$ cat src/pnmhp_pkg.sv
// ============================================================================
// pnmhp_pkg
// Types and character codes shared by the PNM header parser modules.
// ============================================================================
package pnmhp_pkg;

    localparam int FIELD_BITS = 16;

    localparam logic [7:0] CH_P     = 8'h50;  // 'P'
    localparam logic [7:0] CH_4     = 8'h34;  // '4'
    localparam logic [7:0] CH_5     = 8'h35;  // '5'
    localparam logic [7:0] CH_HASH  = 8'h23;  // '#'
    localparam logic [7:0] CH_CR    = 8'h0D;
    localparam logic [7:0] CH_LF    = 8'h0A;
    localparam logic [7:0] CH_TAB   = 8'h09;
    localparam logic [7:0] CH_SPACE = 8'h20;
    localparam logic [7:0] CH_ZERO  = 8'h30;  // '0'
    localparam logic [7:0] CH_NINE  = 8'h39;  // '9'

    localparam logic STATUS_OK  = 1'b0;
    localparam logic STATUS_ERR = 1'b1;

    localparam logic KIND_BITMAP = 1'b0;
    localparam logic KIND_GREY   = 1'b1;

    typedef struct packed {
        logic                  status;
        logic                  image_kind;
        logic [FIELD_BITS-1:0] width;
        logic [FIELD_BITS-1:0] height;
        logic [FIELD_BITS-1:0] max_grey;
    } t_result;

endpackage

$ cat src/pnm_header_parser_unit.sv
// ============================================================================
// pnm_header_parser_unit
// Header parser for binary PBM (P4) and PGM (P5) images, one byte per
// transaction, giving one result per header.
// ============================================================================
// The unit takes one header byte in every clock cycle in which tready is high.
// Each byte is handled in the cycle the parser state machine accepts it; any
// result is registered in the output register, or in the skid register while
// the output stalls. The two-entry output buffer drops tready only when two
// results wait; as a header yields a single result, the input normally runs
// at one transaction per cycle. VALUE_BITS sets the saturation limit of the decimal
// values (2^VALUE_BITS-1); the result fields carry its low 16 bits.
module pnm_header_parser_unit #(
    parameter int VALUE_BITS = 16
) (
    input  logic        i_clk,
    input  logic        i_rst_n,
    input  logic        i_s_axis_tvalid,
    output logic        o_s_axis_tready,
    input  logic [7:0]  i_s_axis_tdata,   // [7:0] data_byte
    input  logic [1:0]  i_s_axis_tuser,   // [0] end_of_data, [1] restart
    output logic        o_m_axis_tvalid,
    input  logic        i_m_axis_tready,
    output logic [47:0] o_m_axis_tdata,   // [15:0] width, [31:16] height, [47:32] max_grey
    output logic [1:0]  o_m_axis_tuser    // [0] status, [1] image_kind
);
    import pnmhp_pkg::*;

    logic    w_accept;
    logic    w_res_valid;
    t_result w_res;
    t_result w_out;

    assign w_accept = i_s_axis_tvalid && o_s_axis_tready;

    pnmhp_parser #(
        .VALUE_BITS (VALUE_BITS)
    ) u_parser (
        .i_clk         (i_clk),
        .i_rst_n       (i_rst_n),
        .i_valid       (w_accept),
        .i_data_byte   (i_s_axis_tdata),
        .i_end_of_data (i_s_axis_tuser[0]),
        .i_restart     (i_s_axis_tuser[1]),
        .o_res_valid   (w_res_valid),
        .o_res         (w_res)
    );

    pnmhp_out_buf u_out_buf (
        .i_clk   (i_clk),
        .i_rst_n (i_rst_n),
        .i_valid (w_res_valid),
        .i_res   (w_res),
        .o_ready (o_s_axis_tready),
        .o_valid (o_m_axis_tvalid),
        .i_ready (i_m_axis_tready),
        .o_res   (w_out)
    );

    assign o_m_axis_tdata = {w_out.max_grey, w_out.height, w_out.width};
    assign o_m_axis_tuser = {w_out.image_kind, w_out.status};

endmodule

$ cat src/pnmhp_parser.sv
// ============================================================================
// pnmhp_parser
// Per-byte header state machine: magic check, decimal number accumulation
// with saturation, comment skipping and result generation.
// ============================================================================
module pnmhp_parser #(
    parameter int VALUE_BITS = 16
) (
    input  logic               i_clk,
    input  logic               i_rst_n,
    input  logic               i_valid,
    input  logic [7:0]         i_data_byte,
    input  logic               i_end_of_data,
    input  logic               i_restart,
    output logic               o_res_valid,
    output pnmhp_pkg::t_result o_res
);
    import pnmhp_pkg::*;

    typedef enum logic [2:0] {
        PH_MAGIC0  = 3'd0,
        PH_MAGIC1  = 3'd1,
        PH_WIDTH   = 3'd2,
        PH_HEIGHT  = 3'd3,
        PH_MAXGRAY = 3'd4,
        PH_DONE    = 3'd5
    } t_phase;

    localparam logic [VALUE_BITS-1:0] VALUE_MAX = {VALUE_BITS{1'b1}};

    t_phase                r_phase, n_phase;
    logic                  r_magic_bad, n_magic_bad;
    logic                  r_kind, n_kind;
    logic [VALUE_BITS-1:0] r_acc, n_acc;
    logic                  r_seen, n_seen;
    logic                  r_comment, n_comment;
    logic [VALUE_BITS-1:0] r_width, n_width;
    logic [VALUE_BITS-1:0] r_height, n_height;

    logic [VALUE_BITS+3:0] w_prod;

    // Narrow or widen a stored value to the fixed result field width.
    function automatic logic [FIELD_BITS-1:0] to_field(input logic [VALUE_BITS-1:0] v);
        logic [VALUE_BITS+FIELD_BITS-1:0] t;
        t = {{FIELD_BITS{1'b0}}, v};
        return t[FIELD_BITS-1:0];
    endfunction

    // acc * 10 + digit as two shifts and adds.
    assign w_prod = ({4'd0, r_acc} << 3) + ({4'd0, r_acc} << 1)
                  + {{VALUE_BITS{1'b0}}, i_data_byte[3:0]};

    always_comb begin
        n_phase     = r_phase;
        n_magic_bad = r_magic_bad;
        n_kind      = r_kind;
        n_acc       = r_acc;
        n_seen      = r_seen;
        n_comment   = r_comment;
        n_width     = r_width;
        n_height    = r_height;
        o_res_valid = 1'b0;
        o_res       = '0;
        o_res.status = STATUS_ERR;

        if (i_valid) begin
            if (i_restart) begin
                n_phase     = PH_MAGIC0;
                n_magic_bad = 1'b0;
                n_kind      = KIND_BITMAP;
                n_acc       = '0;
                n_seen      = 1'b0;
                n_comment   = 1'b0;
                n_width     = '0;
                n_height    = '0;
            end else if (r_phase == PH_MAGIC0 || r_phase == PH_MAGIC1 ||
                         r_phase == PH_WIDTH || r_phase == PH_HEIGHT ||
                         r_phase == PH_MAXGRAY) begin
                if (i_end_of_data) begin
                    o_res_valid = 1'b1;
                    n_phase     = PH_DONE;
                end else begin
                    case (r_phase)
                        PH_MAGIC0: begin
                            n_magic_bad = (i_data_byte != CH_P);
                            n_phase     = PH_MAGIC1;
                        end
                        PH_MAGIC1: begin
                            if (!r_magic_bad && (i_data_byte == CH_4 ||
                                                 i_data_byte == CH_5)) begin
                                n_kind    = (i_data_byte == CH_5) ? KIND_GREY : KIND_BITMAP;
                                n_phase   = PH_WIDTH;
                                n_acc     = '0;
                                n_seen    = 1'b0;
                                n_comment = 1'b0;
                            end else begin
                                o_res_valid = 1'b1;
                                n_phase     = PH_DONE;
                            end
                        end
                        default: begin
                            case (i_data_byte) inside
                                CH_HASH: begin
                                    n_comment = 1'b1;
                                end
                                CH_SPACE, CH_TAB, CH_CR, CH_LF: begin
                                    if (i_data_byte == CH_CR || i_data_byte == CH_LF) begin
                                        n_comment = 1'b0;
                                    end
                                    // The number ends only outside a comment,
                                    // judged on the flag before this byte.
                                    if (!r_comment && r_seen) begin
                                        if (r_acc == '0) begin
                                            o_res_valid = 1'b1;
                                            n_phase     = PH_DONE;
                                        end else if (r_phase == PH_WIDTH) begin
                                            n_width   = r_acc;
                                            n_phase   = PH_HEIGHT;
                                            n_acc     = '0;
                                            n_seen    = 1'b0;
                                            n_comment = 1'b0;
                                        end else if (r_phase == PH_HEIGHT &&
                                                     r_kind == KIND_GREY) begin
                                            n_height  = r_acc;
                                            n_phase   = PH_MAXGRAY;
                                            n_acc     = '0;
                                            n_seen    = 1'b0;
                                            n_comment = 1'b0;
                                        end else begin
                                            o_res_valid      = 1'b1;
                                            n_phase          = PH_DONE;
                                            o_res.status     = STATUS_OK;
                                            o_res.image_kind = r_kind;
                                            o_res.width      = to_field(r_width);
                                            if (r_phase == PH_HEIGHT) begin
                                                n_height       = r_acc;
                                                o_res.height   = to_field(r_acc);
                                                o_res.max_grey = FIELD_BITS'(1);
                                            end else begin
                                                o_res.height   = to_field(r_height);
                                                o_res.max_grey = to_field(r_acc);
                                            end
                                        end
                                    end
                                end
                                [CH_ZERO:CH_NINE]: begin
                                    if (!r_comment) begin
                                        if (w_prod[VALUE_BITS+3:VALUE_BITS] != 4'd0) begin
                                            n_acc = VALUE_MAX;
                                        end else begin
                                            n_acc = w_prod[VALUE_BITS-1:0];
                                        end
                                        n_seen = 1'b1;
                                    end
                                end
                                default: begin
                                end
                            endcase
                        end
                    endcase
                end
            end
        end
    end

    always_ff @(posedge i_clk) begin
        if (!i_rst_n) begin
            r_phase     <= PH_MAGIC0;
            r_magic_bad <= 1'b0;
            r_kind      <= KIND_BITMAP;
            r_acc       <= '0;
            r_seen      <= 1'b0;
            r_comment   <= 1'b0;
            r_width     <= '0;
            r_height    <= '0;
        end else begin
            r_phase     <= n_phase;
            r_magic_bad <= n_magic_bad;
            r_kind      <= n_kind;
            r_acc       <= n_acc;
            r_seen      <= n_seen;
            r_comment   <= n_comment;
            r_width     <= n_width;
            r_height    <= n_height;
        end
    end

endmodule

$ cat src/pnmhp_out_buf.sv
// ============================================================================
// pnmhp_out_buf
// Two-entry result buffer: an output register backed by a skid register,
// so the input side keeps taking bytes while a result waits.
// ============================================================================
module pnmhp_out_buf (
    input  logic               i_clk,
    input  logic               i_rst_n,
    input  logic               i_valid,
    input  pnmhp_pkg::t_result i_res,
    output logic               o_ready,
    output logic               o_valid,
    input  logic               i_ready,
    output pnmhp_pkg::t_result o_res
);
    import pnmhp_pkg::*;

    logic    r_out_valid, n_out_valid;
    logic    r_skid_valid, n_skid_valid;
    t_result r_out, n_out;
    t_result r_skid, n_skid;

    assign o_ready = !r_skid_valid;
    assign o_valid = r_out_valid;
    assign o_res   = r_out;

    always_comb begin
        n_out_valid  = r_out_valid;
        n_skid_valid = r_skid_valid;
        n_out        = r_out;
        n_skid       = r_skid;
        if (!r_out_valid || i_ready) begin
            if (r_skid_valid) begin
                n_out        = r_skid;
                n_out_valid  = 1'b1;
                n_skid_valid = 1'b0;
            end else begin
                n_out       = i_res;
                n_out_valid = i_valid;
            end
        end else if (i_valid) begin
            n_skid       = i_res;
            n_skid_valid = 1'b1;
        end
    end

    always_ff @(posedge i_clk) begin
        if (!i_rst_n) begin
            r_out_valid  <= 1'b0;
            r_skid_valid <= 1'b0;
        end else begin
            r_out_valid  <= n_out_valid;
            r_skid_valid <= n_skid_valid;
        end
    end

    always_ff @(posedge i_clk) begin
        r_out  <= n_out;
        r_skid <= n_skid;
    end

endmodule
$ cat config.mk
export PLATFORM = sky130hd
export DESIGN_NAME = pnm_header_parser_unit
export DESIGN_NICKNAME = d
export VERILOG_FILES = /design/src/pnmhp_pkg.sv /design/src/pnm_header_parser_unit.sv /design/src/pnmhp_parser.sv /design/src/pnmhp_out_buf.sv
export SDC_FILE = /design/constraint.sdc
export NUM_CORES = 1
export LEC_CHECK = 0
export ABC_AREA = 1
export BUFFER_PORTS_ARGS = -buffer_cell sky130_fd_sc_hd__buf_2
export CAP_MARGIN = 20
export CORE_MARGIN = 2
export CORE_UTILIZATION = 40
export DETAILED_ROUTE_END_ITERATION = 16
export PLACE_DENSITY = 0.69
export SLEW_MARGIN = 20
export SYNTH_ARGS = -nofsm -noshare
export SYNTH_HDL_FRONTEND = slang
export SYNTH_SLANG_ARGS = --single-unit
$ cat constraint.sdc
create_clock -name i_clk -period 4.31 [get_ports i_clk]
set_clock_uncertainty 0.1 [all_clocks]
set_input_delay 0.2155 -clock i_clk [delete_from_list [all_inputs] [get_ports i_clk]]
set_output_delay 0.2155 -clock i_clk [all_outputs]
set_load 0.02 [all_outputs]
==> flow_metrics.py <==
metrics = {
    "outcome": {
        "status": "finished clean",
    },
    "place": {
        "dpl-instance-area_um2": 8687,
        "gp_congestion": 0.9159,
        "portBuffers": 65,
        "hpwl_um": 12750,
    },
    "timing": {
        "fin_crit_sh_pct": 75.36,
        "max_freq_ghz": 0.3079,
        "rsz0062_at_grt": "no",
        "whs_ns": 0.1324,
        "relSlewSlack_pct": 30.32,
        "setup_violations": 0,
        "hold_violations": 0,
        "worst_pin_slew_ns": 1.044,
        "drv_slew": 0,
        "layout_min_cycle_time_ns": 3.248,
        "tns_ns": 0,
    },
    "power": {
        "p_per_area_nw_per_um2": 346.7,
        "p_leak_nw": 4.054,
        "irDropWorstVdd_mv": 0.2283,
    },
    "min_path": {
        "worstHoldStart": "i_s_axis_tdata[0]",
        "hp-class": "in2reg",
    },
    "routing": {
        "firstDrtPassIters": 5,
        "via_count": 6588,
        "routedWlPerCell_um": 13.78,
        "detail-route-antenna-nets": 0,
        "drc": 0,
        "via_per_inst": 5.002,
        "totalWireLength_um": 18140,
        "drt_iter0_drc": 665,
    },
    "global_routing": {
        "grt_max_degree": 65,
        "grt_usage_pct": 17.23,
        "antenna_found_initial": 0,
        "grt_overflow": 0,
        "grt_pass1_wl_um": 29700,
        "grt_pass1_vias": 6024,
    },
    "floorplan": {
        "io_pins": 66,
        "fp-row-count": 52,
        "die_w_um": 146.7,
        "die_area_um2": 21510,
        "core-area_um2": 20100,
        "initial_core_util_pct": 40.50,
        "die_h_um": 146.7,
    },
    "yosys": {
        "synth_cells": 978,
        "synth_fp_nets": 1025,
        "yosysSeqAreaShare_pct": 50.90,
        "ys_warn_count": 0,
        "synth.most_common_cell": "nand2_1",
        "synth_seq_cells": 157,
        "synth-main-ff-cell": "edfxtp_1",
        "synth_area_leader_cell": "edfxtp_1",
        "async_reset_ff_share_pct": 0,
        "synth.avg_cell_area_um2": 8.325,
        "ys_top_cells_by_count": "nand2_1, nor2_1, edfxtp_1",
        "synth-edff-count": 100,
        "synth.distinct_cells": 43,
        "synth_area_leaders": "edfxtp_1, dfxtp_1, nand2_1",
        "syn_area_um2": 8142,
        "synth_top_cell_area_share_pct": 36.88,
    },
    "clock_network": {
        "cts_root_buffer": "clkbuf_16",
        "htree_levels": 4,
        "clock_latency_ns": 0.43,
        "cts_buffers": 17,
        "clkSinkCount": 157,
        "clkSlewWorstSetupHoldPaths_ns": 0.06,
        "clock_path_buffers": 2,
        "cts_tree": "built",
        "ctsResizeCount": 0,
    },
    "run": {
        "maxCapViolCount": 0,
    },
    "worst_setup_path": {
        "r2r_start": "u_parser.r_acc[0]",
        "path_class": "reg2reg",
        "cp.required_ns": 4.51,
        "arrival_ns": 3.44,
        "start_kind": "flop",
        "crit_start": "u_parser.r_acc[0]",
        "crit_path_max_fanout": 16,
        "crit_path_end_kind": "flop",
    },
    "final_layout": {
        "diodes": 0,
        "area_growth_pct": 13.42,
        "design_area_um2": 9234,
        "drive_gt1_share_pct": 13.94,
        "nNetsFinal": 1081,
    },
}
## path summary, 6_finish.rpt
kind / endpoint / slack [ns] / cells past startpoint
setup / recovery: u_parser.r_acc[10] / 1.06 / 15
hold / removal: u_parser.r_acc[0] / 0.13 / 5
setup reg to reg: u_parser.r_acc[10] / 1.06 / 15
hold reg to reg: u_parser.r_height[8] / 0.36 / 2
## worst max-delay path, stage by stage, from the launching register on
cell	delay [ns]
dfxtp_1	0.39
fa_1	0.56
inv_1	0.07
fa_1	0.46
inv_1	0.07
nand3_1	0.06
nand2_1	0.15
nand2_1	0.07
nand2_1	0.11
nand2_1	0.09
nand3_1	0.08
nand2_1	0.07
nor2_2	0.52
nand3_1	0.16
nand2_1	0.12
a21oi_2	0.05
## power by group
| group | switching (mW) | leakage (nW) | internal [mW] |
|---|---|---|---|
| Sequential | 0.0137 | 1.58 | 1.61 |
| Clock | 0.623 | 0.248 | 0.739 |
| Combinational | 0.152 | 2.22 | 0.0593 |
| Total | 0.789 | 4.05 | 2.41 |
## logic make-up (layout without fill, tap and decap cells)
logic type / Yosys count / after routing / synth area share (%)
AO/OA/AOI/OAI: 148 / 148 / 10.30
adder cells (fa/ha/maj): 33 / 33 / 5.256
XOR/XNOR: 9 / 9 / 0.9682
flip-flops: 157 / 157 / 50.90
buffers and inverters: 143 / 212 / 7.131
AND/OR/NAND/NOR: 488 / 488 / 25.45
## per-layer routing
layer  share of wire, %  track usage, %
met1                 47           23.86
met5                  0               0
met3                5.2           2.469
met4                1.7           6.650
met2                 46           27.42
## cells in the final DEF (no fill, tap or decap), types with 2 or more instances in the layout
master,instances
nor3_2,3
nand2_2,7
inv_2,9
nor2_1,124
a21oi_1,54
edfxtp_1,100
nor2_4,2
nor2_2,7
clkinv_1,3
nand3b_1,2
nand3_2,2
nand4_1,10
nor3_1,6
xnor2_1,8
nand3_1,53
o21ai_0,55
inv_1,96
dfxtp_1,57
buf_4,7
fa_1,2
inv_6,5
nand2_1,266
a21oi_2,6
a22oi_1,16
nand3_4,2
clkinvlp_4,5
clkinv_4,2
o21ai_1,9
buf_2,65
clkinv_2,2
clkbuf_16,17
ha_1,31
o21bai_1,2
## cell type report
type / count / area, µm²
multi-input combinational: 678 / 3425
inverter: 107 / 402.9
timing repair buffer: 73 / 387.9
clock inverter: 15 / 111.4
tap: 270 / 337.8
sequential: 157 / 4144
fill: 1953 / 10870
clock buffer: 17 / 425.4
## state kept, by name, summed over array words and instances (netlist names), 3 cells and up
| signal | count |
|---|---|
| u_parser.r_height | 16 |
| u_parser.r_acc | 16 |
| u_parser.r_phase | 3 |
| u_parser.r_width | 16 |
| u_out_buf.o_res | 50 |
| u_out_buf.r_skid | 50 |
## what timing repair did
action,CTS,global route
hold buffers,1,0
endpoints found under the setup margin,0,0
setup buffers,0,0
endpoints found under the hold margin,1,0
## stage by stage
stage	setup WS, ns	power [mW]	instances	util, %
floorplan	0.1890	1.814	978	-
global route	0.7462	3.304	1317	45.93
global placement	1.185	1.867	1284	43.21
finish	1.062	3.201	1317	45.93
CTS	1.054	3.224	1317	45.93
detailed placement	1.084	1.870	1284	43.21
Note: power is estimated with default switching activity, not from simulation.
